--- src/design/cnv_pkg.sv ---
package cnv_pkg;

  // Field and arithmetic widths
  localparam int unsigned PIX_W     = 8;
  localparam int unsigned COEF_W    = 16;
  localparam int unsigned KSIZE     = 3;
  localparam int unsigned COEF_FRAC = 12;
  localparam int unsigned CNT_X_W   = 11;
  localparam int unsigned CNT_Y_W   = 12;
  localparam int unsigned ROW_W     = KSIZE * COEF_W;
  localparam int unsigned PROD_W    = PIX_W + 1 + COEF_W;
  localparam int unsigned PART_W    = PROD_W + 2;
  localparam int unsigned SUM_W     = PART_W + 2;
  localparam int unsigned REG_IDX_W = 3;

  localparam logic [PIX_W-1:0] PIX_MAX = 8'd255;

  // Register reset values
  localparam logic [CNT_X_W-1:0] WIDTH_RST    = 11'd1024;
  localparam logic [CNT_Y_W-1:0] HEIGHT_RST   = 12'd1;
  localparam logic [ROW_W-1:0]   COEF_TOP_RST = 48'h0000_0000_0000;
  localparam logic [ROW_W-1:0]   COEF_MID_RST = 48'h0000_1000_0000;
  localparam logic [ROW_W-1:0]   COEF_BOT_RST = 48'h0000_0000_0000;

  // Configuration register indexes
  typedef enum logic [REG_IDX_W-1:0] {
    REG_WIDTH    = 3'd0,
    REG_HEIGHT   = 3'd1,
    REG_COEF_TOP = 3'd2,
    REG_COEF_MID = 3'd3,
    REG_COEF_BOT = 3'd4
  } reg_idx_e;

  // One window column, row 0 (top) at index 0
  typedef logic [KSIZE-1:0][PIX_W-1:0]  pix_col_t;
  // Coefficients that meet one window column, row 0 at index 0
  typedef logic [KSIZE-1:0][COEF_W-1:0] coef_col_t;

  // Control of one window cell
  typedef struct packed {
    logic shift;    // load the column from the right-hand neighbor
    logic clr;      // load zero instead (left padding at row start)
    logic advance;  // pipeline moves: register the partial sum
  } cell_ctl_t;

endpackage

--- src/design/cnv_cell.sv ---
module cnv_cell (
  input  logic                                clk_i,
  input  logic                                rst_ni,
  input  cnv_pkg::cell_ctl_t                  ctl_i,
  input  cnv_pkg::pix_col_t                   col_i,
  input  cnv_pkg::coef_col_t                  coef_i,
  output cnv_pkg::pix_col_t                   col_o,
  output logic signed [cnv_pkg::PART_W-1:0]   part_o
);

  cnv_pkg::pix_col_t                  col_q;
  logic signed [cnv_pkg::PART_W-1:0]  part_q, part_d;

  // Column of the window: three products and their sum
  always_comb begin
    logic signed [cnv_pkg::PROD_W-1:0] prod;
    part_d = '0;
    for (int k = 0; k < cnv_pkg::KSIZE; k++) begin
      prod   = $signed({1'b0, col_q[k]}) * $signed(coef_i[k]);
      part_d = part_d + cnv_pkg::PART_W'(prod);
    end
  end

  // Window column, handed on to the left neighbor on each item
  always_ff @(posedge clk_i or negedge rst_ni) begin
    if (!rst_ni) begin
      col_q <= '0;
    end else if (ctl_i.shift) begin
      col_q <= ctl_i.clr ? '0 : col_i;
    end
  end

  always_ff @(posedge clk_i) begin
    if (ctl_i.advance) begin
      part_q <= part_d;
    end
  end

  assign col_o  = col_q;
  assign part_o = part_q;

endmodule

--- config.mk ---
export PLATFORM = sky130hd
export DESIGN_NAME = cnv_cell
export DESIGN_NICKNAME = d
export VERILOG_FILES = /design/src/design/cnv_pkg.sv /design/src/design/cnv_cell.sv
export SDC_FILE = /design/constraint.sdc
export NUM_CORES = 1
export LEC_CHECK = 0
export BUFFER_PORTS_ARGS = -buffer_cell sky130_fd_sc_hd__buf_2
export CORE_MARGIN = 2
export CORE_UTILIZATION = 40
export CTS_CLUSTER_DIAMETER = 30
export DETAILED_ROUTE_END_ITERATION = 8
export HOLD_SLACK_MARGIN = 0.03
export PLACE_DENSITY_LB_ADDON = 0.12
export RECOVER_POWER = 100
export SLEW_MARGIN = 40
export SYNTH_ARGS = -nofsm -noshare
export SYNTH_HDL_FRONTEND = slang
export SYNTH_SLANG_ARGS = --single-unit
--- constraint.sdc ---
create_clock -name clk_i -period 7.8 [get_ports clk_i]
set_input_delay 1.56 -clock clk_i [delete_from_list [all_inputs] [get_ports clk_i]]
set_output_delay 1.56 -clock clk_i [all_outputs]
set_load 0.02 [all_outputs]
* Word-level counts from Yosys, hierarchy flattened *
Index checks and enable logic that the tools add are counted.

operators by class
  muxes and demuxes = 1
  add/subtract/negate cells = 2
  multiply operators = 3

operator list
  operator                                       count
  9-bit by 16-bit multiplier with 25-bit output  3
  26-bit by 25-bit adder with 27-bit output      1
  25-bit by 25-bit adder with 26-bit output      1
  24-bit 2-to-1 mux                              1

word-level totals
  input port bits = 77
  output and inout port bits = 51
  logic and storage cells = 10
  bits in registers = 51

* Depth between registers and ports, before layout *
Gate-level depths: netlist of the first run.

  depth in word-level cells = 3
  depth in mapped cells = 23
  gate-level depth less buffers = 22

* Least setup slack after synthesis of the first run *
No wires, ideal clock.

  kind = input to register
  start = input coef_i[47] in the netlist's numbering
  end = register part_q, in the netlist part_o[26] (data pin)
  setup time = 0.262 ns
  stages on the path = 22
  path slack = 0.546 ns
  data required time = 7.538 ns
  buffers on the path = 2
  data arrival time = 6.992 ns
  path through = clkbuf_1 > nand2_1 > inv_1 > fa_1 > fa_1 > inv_1 > fa_1 > fa_1 > inv_1 > fa_1 > fa_1 > inv_1 > fa_1 > inv_1 > ha_1 > buf_2 > a21oi_1 > o21ai_1 > a221oi_1 > o21ai_2 > a221oi_2 > xnor2_1

between the ends
  longest elaborated chain between the ends = 2

ends and longest elaborated chain
  element                                        RTL line        RTL
  start, declared                                cnv_cell.sv:6   input cnv_pkg::coef_col_t coef_i,
  9-bit by 16-bit multiplier with 25-bit output  cnv_cell.sv:19  prod = $signed({1'b0, col_q[k]}) * $signed(coef_i[k]);
  26-bit by 25-bit adder with 27-bit output      cnv_cell.sv:20  part_d = part_d + cnv_pkg::PART_W'(prod);
  named net part_d (one bit)                     cnv_cell.sv:12  logic signed [cnv_pkg::PART_W-1:0] part_q, part_d;
  end signal, assigned                           cnv_cell.sv:35  part_q <= part_d;
  end, declared                                  cnv_cell.sv:12

The timed path passes the listed nets, and every way through them passes these cells.
A chain may end at the register's enable or synchronous reset.

* Worst setup path after layout of the first run *
  start = input coef_i[47] in the netlist's numbering
  end = register part_q, in the netlist part_o[19] (data pin)

Same word-level chain as after synthesis.

==> results of run 1 <==
through the flow:
stage | setup WS (ns) | TNS (ns)
4_1_cts | 0.318 | 0
5_1_grt | 0.0813 | 0
6_report | 0.321 | 0
3_5_place_dp | -0.00433 | -0.00433
2_1_floorplan | 0.546 | 0
3_3_place_gp | 0.108 | 0
final cells by class:
cell class,instances,area share
clock buffers,6,0.00732
clock inverters,2,0.000711
inverters,536,0.114
multi-input cells,1088,0.720
flip-flops and latches,51,0.0802
well taps,525,0.0373
repair buffers,148,0.0399
layer usage:
| layer | track usage | vias to the layer above | share of wire |
|---|---|---|---|
| met1 | 0.235 | 5751 | 0.40 |
| met2 | 0.364 | 158 | 0.56 |
| li1 | - | 5126 | - |
| met4 | 0.0319 | 0 | 0.012 |
| met3 | 0.0124 | 14 | 0.026 |
| met5 | 0 | - | 0 |
placed cells by master (no fill, tap or decap), types with 15 or more instances in the layout:
cell and n:
and2_1 169, fa_1 401, nand2_1 221, edfxtp_1 27, buf_4 15, o21ai_0 30
nand3b_1 24, a21oi_1 27, ha_1 122, xnor2_1 21, inv_1 536, buf_2 72
clkbuf_1 62, dfrtp_1 24
Yosys cell counts, types with 3 or more instances:
library cell and n:
nand3b_1 24, nor2_1 5, dfrtp_1 24, and2_1 171
nand2_1 221, ha_1 122, xor2_1 9, edfxtp_1 27
o21bai_1 3, nor3_1 5, a21o_1 10, fa_1 401
o21ai_0 29, xnor2_1 21, a211oi_1 4, o31ai_1 3
inv_1 536, a21oi_1 26, clkbuf_1 40, nand3_1 4
worst min-delay path: stages (launching register included):
cell	delay [ns]
dfrtp_1	0.50
inv_1	0.08
o21ai_0	0.08
final timing paths:
kind | end | slack [ns] | cells past startpoint
max reg2reg | part_o[19] | 0.95 | 18
min | col_o[10] | 0.70 | 2
max in group asynchronous | col_o[10] | 5.42 | 1
min reg2reg | col_o[10] | 0.70 | 2
min in group asynchronous | col_o[4] | 1.55 | 1
max | part_o[19] | 0.32 | 22
logic make-up (layout without fill, tap and decap cells):
family,count (synthesis),after routing,synth area share
and+or+nand+nor,442,442,0.137
xor gates and xnor gates,30,30,0.0161
adders and majority gates,523,523,0.587
DFF,51,51,0.0867
AOI/OAI and AO/OA,93,93,0.0394
buffers and inverters,578,692,0.133
state kept, by name (all words and copies together), names as in the netlist:
signal / cells
part_o: 27
col_o: 24
==> impl_metrics.env, run 1 <==
export IMPL_grt_first_pass_wirelength_um=61500
export IMPL_postCtsSetupRepairBufs=0
export IMPL_grt_pass1_vias=11900
export IMPL_final_area_um2=17600
export IMPL_r2r_start="col_o[20]"
export IMPL_dieArea_um2=42300
export IMPL_clkTransAtPathRegs_ns=0.07
export IMPL_final_antenna_net_count=0
export IMPL_critPathTopFamily="adder cells"
export IMPL_cts_buffer_depth=2
export IMPL_period_share=0.959
export IMPL_fp_dieW_um=206
export IMPL_synth_seq_area_share=0.0867
export IMPL_antennaDiodeCount=0
export IMPL_ctsHtreeMaxLevel=2
export IMPL_synth_area_top_cells="fa_1 49%, inv_1 12%, ha_1 9.4%"
export IMPL_start_kind="primary input"
export IMPL_path_cells="clkbuf_1 -> nand2_1 -> inv_1 -> fa_1 -> fa_1 -> inv_1 -> fa_1 -> fa_1 -> inv_1 -> fa_1 -> fa_1 -> inv_1 -> fa_1 -> inv_1 -> ha_1 -> and3_1 -> nand2_1 -> a2111oi_2 -> clkbuf_1 -> or3_4 -> a2111o_1 -> o311ai_2"
export IMPL_hold_class="reg -> reg"
export IMPL_max_clock_freq_ghz=0.134
export IMPL_worst_path_most_repeated_cell="fa_1"
export IMPL_cp_num_buf_inv=7
export IMPL_core_area_um2=39900
export IMPL_place_area_um2=17600
export IMPL_cts_resized=0
export IMPL_yosys_most_used_dff="edfxtp_1"
export IMPL_wl_per_cell_um=15.9
export IMPL_synth_fp_nets=2317
export IMPL_dp_cells=2348
export IMPL_ys_async_sr_fraction=0.471
export IMPL_nets=2430
export IMPL_postCtsHoldBufs=0
export IMPL_grt_max_degree=49
export IMPL_synth_top_area_share=0.493
export IMPL_cp_required_ns=7.94
export IMPL_clk_insertion_delay_late_ns=0.31
export IMPL_multi_input_area_um2=12700
export IMPL_crit_type="in -> reg"
export IMPL_num_vias=11000
export IMPL_fp_dieH_um=206
export IMPL_grt_ovfl_total=0
export IMPL_port_buffers=127
export IMPL_outcome="finished with violations"
export IMPL_grtUsageTotal=0.190
export IMPL_via_per_inst=4.69
export IMPL_routed_wl_um=37400
export IMPL_synth_top_area_cell="fa_1"
export IMPL_cts_buffers_inserted=5
export IMPL_worstSetupEndpointType="flop"
export IMPL_final_max_slew_violation_count=77
export IMPL_synth_seq_cells=51
export IMPL_cpPeakStageDelay_ns=0.52
export IMPL_synth_edff_count=27
export IMPL_place_congestion=0.866
export IMPL_synthesis_area_um2=16300
export IMPL_register_area_um2=1410
export IMPL_synth_distinct_cells=46
export IMPL_postLayoutCoreUtil=0.441
export IMPL_relSlewSlack=-0.185
export IMPL_top_level_ports=128
export IMPL_rows=73
export IMPL_syn_inst=1717
export IMPL_cts_tree="done"
export IMPL_drv_cap=2
export IMPL_n_fill_cell=4028
export IMPL_finalNonFillerCells=2356
export IMPL_finalCriticalPeriod_ns=7.48
export IMPL_clock_sinks=51
export IMPL_cts_root_buffer="clkbuf_16"
export IMPL_finalHoldViolations=0
export IMPL_antenna_found_initial=0
export IMPL_syn_avg_cell_area_um2=9.48
export IMPL_drt_pass1_iter_count=5
export IMPL_yosysWarnings=0
export IMPL_holdWs_ns=0.704
export IMPL_tightest_slew_ns=1.78
export IMPL_first_iter_violations=504
export IMPL_drive_above_1_share=0.0568
export IMPL_rsz0062_at_grt="false"
export IMPL_hpwl_um=33400
export IMPL_min_delay_start="col_o[10]"
export IMPL_start_util=0.408
export IMPL_cp_slowest_cell="fa_1"
export IMPL_arrival_ns=7.62
export IMPL_critical_path_max_fanout=8
export IMPL_violations="max-capacitance violations, max-slew violations"
export IMPL_clock_skew_ns=0.00710
export IMPL_startpoint="coef_i[47]"
export IMPL_syn_to_final_growth_pct=8.16
export IMPL_setup_viol=0
export IMPL_drc=0
Power of run 1 is left out: the tool's default activity adds up to more than one toggle a clock period on the data nets, which glitch-free logic cannot reach.
==> inputs of run 2 (changes only) <==
- CTS_BUF_LIST: default -> sky130_fd_sc_hd__clkbuf_8
==> impl_metrics.env, run 2 (synthesis results as in run 1) <==
export IMPL_outcome="finished with violations"
export IMPL_violations="max-capacitance violations, max-slew violations"
export IMPL_period_share=0.959
export IMPL_fp_dieH_um=206
export IMPL_final_common_cell="inv_1"
export IMPL_setup_viol=0
export IMPL_r2r_start="col_o[20]"
export IMPL_cts_buffer_depth=2
export IMPL_r2r_setup_slack_ns=0.90
export IMPL_antennaDiodeCount=0
export IMPL_final_antenna_net_count=0
export IMPL_finalHoldViolations=0
export IMPL_drive_above_1_share=0.0563
export IMPL_grt_first_pass_wirelength_um=61500
export IMPL_clk_insertion_delay_late_ns=0.35
export IMPL_port_buffers=127
export IMPL_largest_reg_flops=27
export IMPL_ctsHtreeMaxLevel=2
export IMPL_core_area_um2=39900
export IMPL_worstSetupEndpointType="flop"
export IMPL_first_iter_violations=495
export IMPL_rows=73
export IMPL_fp_dieW_um=206
export IMPL_postCtsSetupRepairBufs=0
export IMPL_cts_root_buffer="clkbuf_8"
export IMPL_start_kind="primary input"
export IMPL_relSlewSlack=-0.179
export IMPL_dp_slack_ns=-0.00433
export IMPL_most_common_layout_cells="537 x inv_1, 401 x fa_1, 221 x nand2_1"
export IMPL_place_congestion=0.866
export IMPL_setup_ws_ns=0.321
export IMPL_grt_max_degree=49
export IMPL_drv_cap=2
export IMPL_crit_type="in -> reg"
export IMPL_arrival_ns=7.65
export IMPL_clock_sinks=51
export IMPL_clock_skew_ns=0.0166
export IMPL_tightest_slew_ns=1.77
export IMPL_r2r_end="part_o[19]"
export IMPL_nets=2430
export IMPL_wl_per_cell_um=15.9
export IMPL_drc=0
export IMPL_via_per_inst=4.68
export IMPL_postCtsHoldBufs=0
export IMPL_grtUsageTotal=0.190
export IMPL_grt_pass1_vias=11900
export IMPL_cts_tree="done"
export IMPL_hold_class="reg -> reg"
export IMPL_cp_required_ns=7.97
export IMPL_cts_resized=0
export IMPL_routed_wl_um=37400
export IMPL_dieArea_um2=42300
export IMPL_cp_endpoint="part_o[19]"
export IMPL_rsz0062_at_grt="false"
export IMPL_top_level_ports=128
export IMPL_hpwl_um=33400
export IMPL_final_max_slew_violation_count=49
export IMPL_max_clock_freq_ghz=0.134
export IMPL_grt_ovfl_total=0
export IMPL_syn_to_final_growth_pct=7.79
export IMPL_holdWs_ns=0.706
export IMPL_startpoint="coef_i[47]"
export IMPL_drt_pass1_iter_count=4
export IMPL_antenna_found_initial=0
export IMPL_critical_path_max_fanout=8
export IMPL_finalCriticalPeriod_ns=7.48
export IMPL_num_vias=11000
export IMPL_start_util=0.408
export IMPL_clkTransAtPathRegs_ns=0.10
export IMPL_cts_buffers_inserted=5
export IMPL_reg2reg_depth=18
==> run 2: cell type report <==
cell class / instances / area [µm²]
repair buffers: 148 / 702
well taps: 525 / 657
clock inverters: 3 / 16.3
inverters: 536 / 2010
multi-input cells: 1088 / 12700
clock buffers: 5 / 68.8
flip-flops and latches: 51 / 1410
fillers: 4040 / 22400
==> run 2: per-layer routing <==
| layer | track usage | part of all wire | vias to the layer above |
|---|---|---|---|
| met2 | 0.364 | 0.56 | 165 |
| met5 | 0 | 0 | - |
| met1 | 0.236 | 0.40 | 5726 |
| li1 | - | - | 5122 |
| met4 | 0.0303 | 0.012 | 0 |
| met3 | 0.0124 | 0.027 | 14 |
==> run 2: worst min path at each step <==
stage,startpoint,to,slack (ns),cells past startpoint
2_1_floorplan,col_o[14],col_o[14],0.67,2
3_3_place_gp,col_o[10],col_o[10],0.69,2
3_5_place_dp,col_o[10],col_o[10],0.69,2
4_1_cts,col_o[10],col_o[10],0.71,2
5_1_grt,col_o[10],col_o[10],0.76,2
6_report,col_o[10],col_o[10],0.71,2
==> run 2: metrics by stage <==
| step | cell area, µm² | util | TNS (ns) | std cells |
|---|---|---|---|---|
| after floorplan | 16300 | - | 0 | 1717 |
| after global placement | 17600 | 0.440 | 0 | 2348 |
| after detailed placement | 17600 | 0.440 | -0.00433 | 2348 |
| after CTS | 17700 | 0.442 | 0 | 2356 |
| after global routing | 17500 | 0.440 | 0 | 2356 |
| final | 17500 | 0.440 | 0 | 2356 |
==> run 2: worst max-delay path, cell delays in order <==
cell and delay [ns]:
clkbuf_1 0.29, nand2_1 0.16, inv_1 0.18, fa_1 0.45
fa_1 0.51, inv_1 0.06, fa_1 0.46, fa_1 0.51
inv_1 0.05, fa_1 0.49, fa_1 0.49, inv_1 0.05
fa_1 0.52, inv_1 0.06, ha_1 0.29, and3_1 0.21
nand2_1 0.13, a2111oi_2 0.05, clkbuf_1 0.17, or3_1 0.41
a2111o_1 0.46, o311ai_2 0.09
Power of run 2 is left out for the same reason.
==> inputs of run 3 (changes only) <==
- clock period: 7.8 -> 9.06 ns (I/O delays scaled with it)
==> impl_metrics.env, run 3 (synthesis results as in run 1) <==
export IMPL_finalNonFillerCells=2336
export IMPL_grt_first_pass_wirelength_um=63200
export IMPL_violations="max-capacitance violations, max-slew violations"
export IMPL_clk_insertion_delay_late_ns=0.37
export IMPL_r2r_end="part_o[26]"
export IMPL_relSlewSlack=-0.137
export IMPL_top_level_ports=128
export IMPL_postCtsHoldBufs=0
export IMPL_via_per_inst=4.73
export IMPL_fp_dieW_um=206
export IMPL_path_cells="clkbuf_1 -> and2_0 -> fa_1 -> fa_1 -> inv_1 -> fa_1 -> fa_1 -> inv_1 -> fa_1 -> fa_1 -> inv_1 -> fa_1 -> inv_1 -> ha_1 -> a2111oi_4 -> o21ai_2 -> a221oi_1 -> o21ai_2 -> a221oi_2 -> xnor2_1"
export IMPL_drv_cap=2
export IMPL_drc=0
export IMPL_critical_path_max_fanout=8
export IMPL_met2_usage=0.370
export IMPL_grt_max_degree=49
export IMPL_clkTransAtPathRegs_ns=0.10
export IMPL_num_vias=11100
export IMPL_setup_tns_ns=0
export IMPL_rsz0062_at_grt="false"
export IMPL_port_buffers=127
export IMPL_grt_pass1_vias=12400
export IMPL_setup_viol=0
export IMPL_postCtsSetupRepairBufs=0
export IMPL_wl_per_cell_um=16.0
export IMPL_routed_wl_um=37400
export IMPL_start_kind="primary input"
export IMPL_postLayoutCoreUtil=0.436
export IMPL_dieArea_um2=42300
export IMPL_clock_sinks=51
export IMPL_r2r_start="col_o[8]"
export IMPL_drive_above_1_share=0.0470
export IMPL_cp_endpoint="part_o[26]"
export IMPL_syn_to_final_growth_pct=6.82
export IMPL_most_common_layout_cells="537 x inv_1, 401 x fa_1, 222 x nand2_1"
export IMPL_cp_required_ns=9.18
export IMPL_max_clock_freq_ghz=0.122
export IMPL_arrival_ns=8.29
export IMPL_use_met1=0.236
export IMPL_r2r_setup_slack_ns=1.79
export IMPL_cp_slowest_cell="a221oi_1"
export IMPL_final_antenna_net_count=0
export IMPL_grtUsageTotal=0.194
export IMPL_cpPeakStageDelay_ns=0.84
export IMPL_worst_path_most_repeated_cell="fa_1"
export IMPL_rows=73
export IMPL_reg2reg_depth=20
export IMPL_fp_dieH_um=206
export IMPL_largest_reg_flops=27
export IMPL_period_share=0.903
export IMPL_cts_tree="done"
export IMPL_core_area_um2=39900
export IMPL_cts_resized=0
export IMPL_antenna_found_initial=1
export IMPL_grt_ovfl_total=0
export IMPL_hpwl_um=33200
export IMPL_startpoint="coef_i[36]"
export IMPL_worstSetupEndpointType="flop"
export IMPL_nets=2409
export IMPL_hold_class="reg -> reg"
export IMPL_ctsHtreeMaxLevel=2
export IMPL_place_congestion=0.826
export IMPL_dp_cells=2327
export IMPL_finalHoldViolations=0
export IMPL_crit_type="in -> reg"
export IMPL_cts_buffers_inserted=5
export IMPL_clock_skew_ns=0.0113
export IMPL_drt_pass1_iter_count=4
export IMPL_final_max_slew_violation_count=77
export IMPL_finalCriticalPeriod_ns=8.18
export IMPL_cts_root_buffer="clkbuf_8"
export IMPL_cts_buffer_depth=2
export IMPL_start_util=0.408
export IMPL_tightest_slew_ns=1.70
export IMPL_grt_busiest_layer="met2"
export IMPL_final_common_cell="inv_1"
export IMPL_first_iter_violations=471
export IMPL_outcome="finished with violations"
export IMPL_use_met3=0.0158
-- run 3: how the worst min path moves through the flow --
stage / startpoint / endpoint / slack, ns / cells past startpoint
6_report: col_o[18] / col_o[18] / 0.84 / 2
5_1_grt: col_o[18] / col_o[18] / 0.92 / 2
4_1_cts: col_o[18] / col_o[18] / 0.82 / 2
3_5_place_dp: col_o[18] / col_o[18] / 0.81 / 2
3_3_place_gp: col_o[18] / col_o[18] / 0.80 / 2
2_1_floorplan: col_o[14] / col_o[14] / 0.67 / 2
-- run 3: layout make-up --
cell class	instances	area, µm²
inverter	536	2010
clock buffer	5	68.8
fill	3998	22500
timing repair buffer	127	566
sequential	51	1410
tap	525	657
clock inverter	3	16.3
antenna	1	2.50
multi-input combinational	1088	12700
-- run 3: layer usage --
layer  vias up  part of all wire
met5         -                 0
met3        30             0.027
met2       176              0.56
li1       5082                 -
met4         0             0.019
met1      5762              0.40
-- run 3: per-stage QoR --
| step | hold slack (ns) | setup WS, ns | area [µm²] |
|---|---|---|---|
| after CTS | 0.823 | 1.34 | 17500 |
| after global placement | 0.803 | 0.970 | 17400 |
| after floorplan | 0.672 | 1.55 | 16300 |
| after detailed placement | 0.810 | 0.911 | 17400 |
| final | 0.839 | 0.881 | 17400 |
| after global routing | 0.923 | 0.632 | 17400 |
-- run 3: worst max-delay path, delay by kind of cell --
| kind | cells | cell delay, ns |
|---|---|---|
| xor+xnor | 1 | 0.10 |
| compound gates | 5 | 1.95 |
| simple gates | 1 | 0.20 |
| fa+ha+maj | 8 | 3.78 |
| buf+inv | 5 | 0.47 |
Power of run 3 is left out for the same reason.
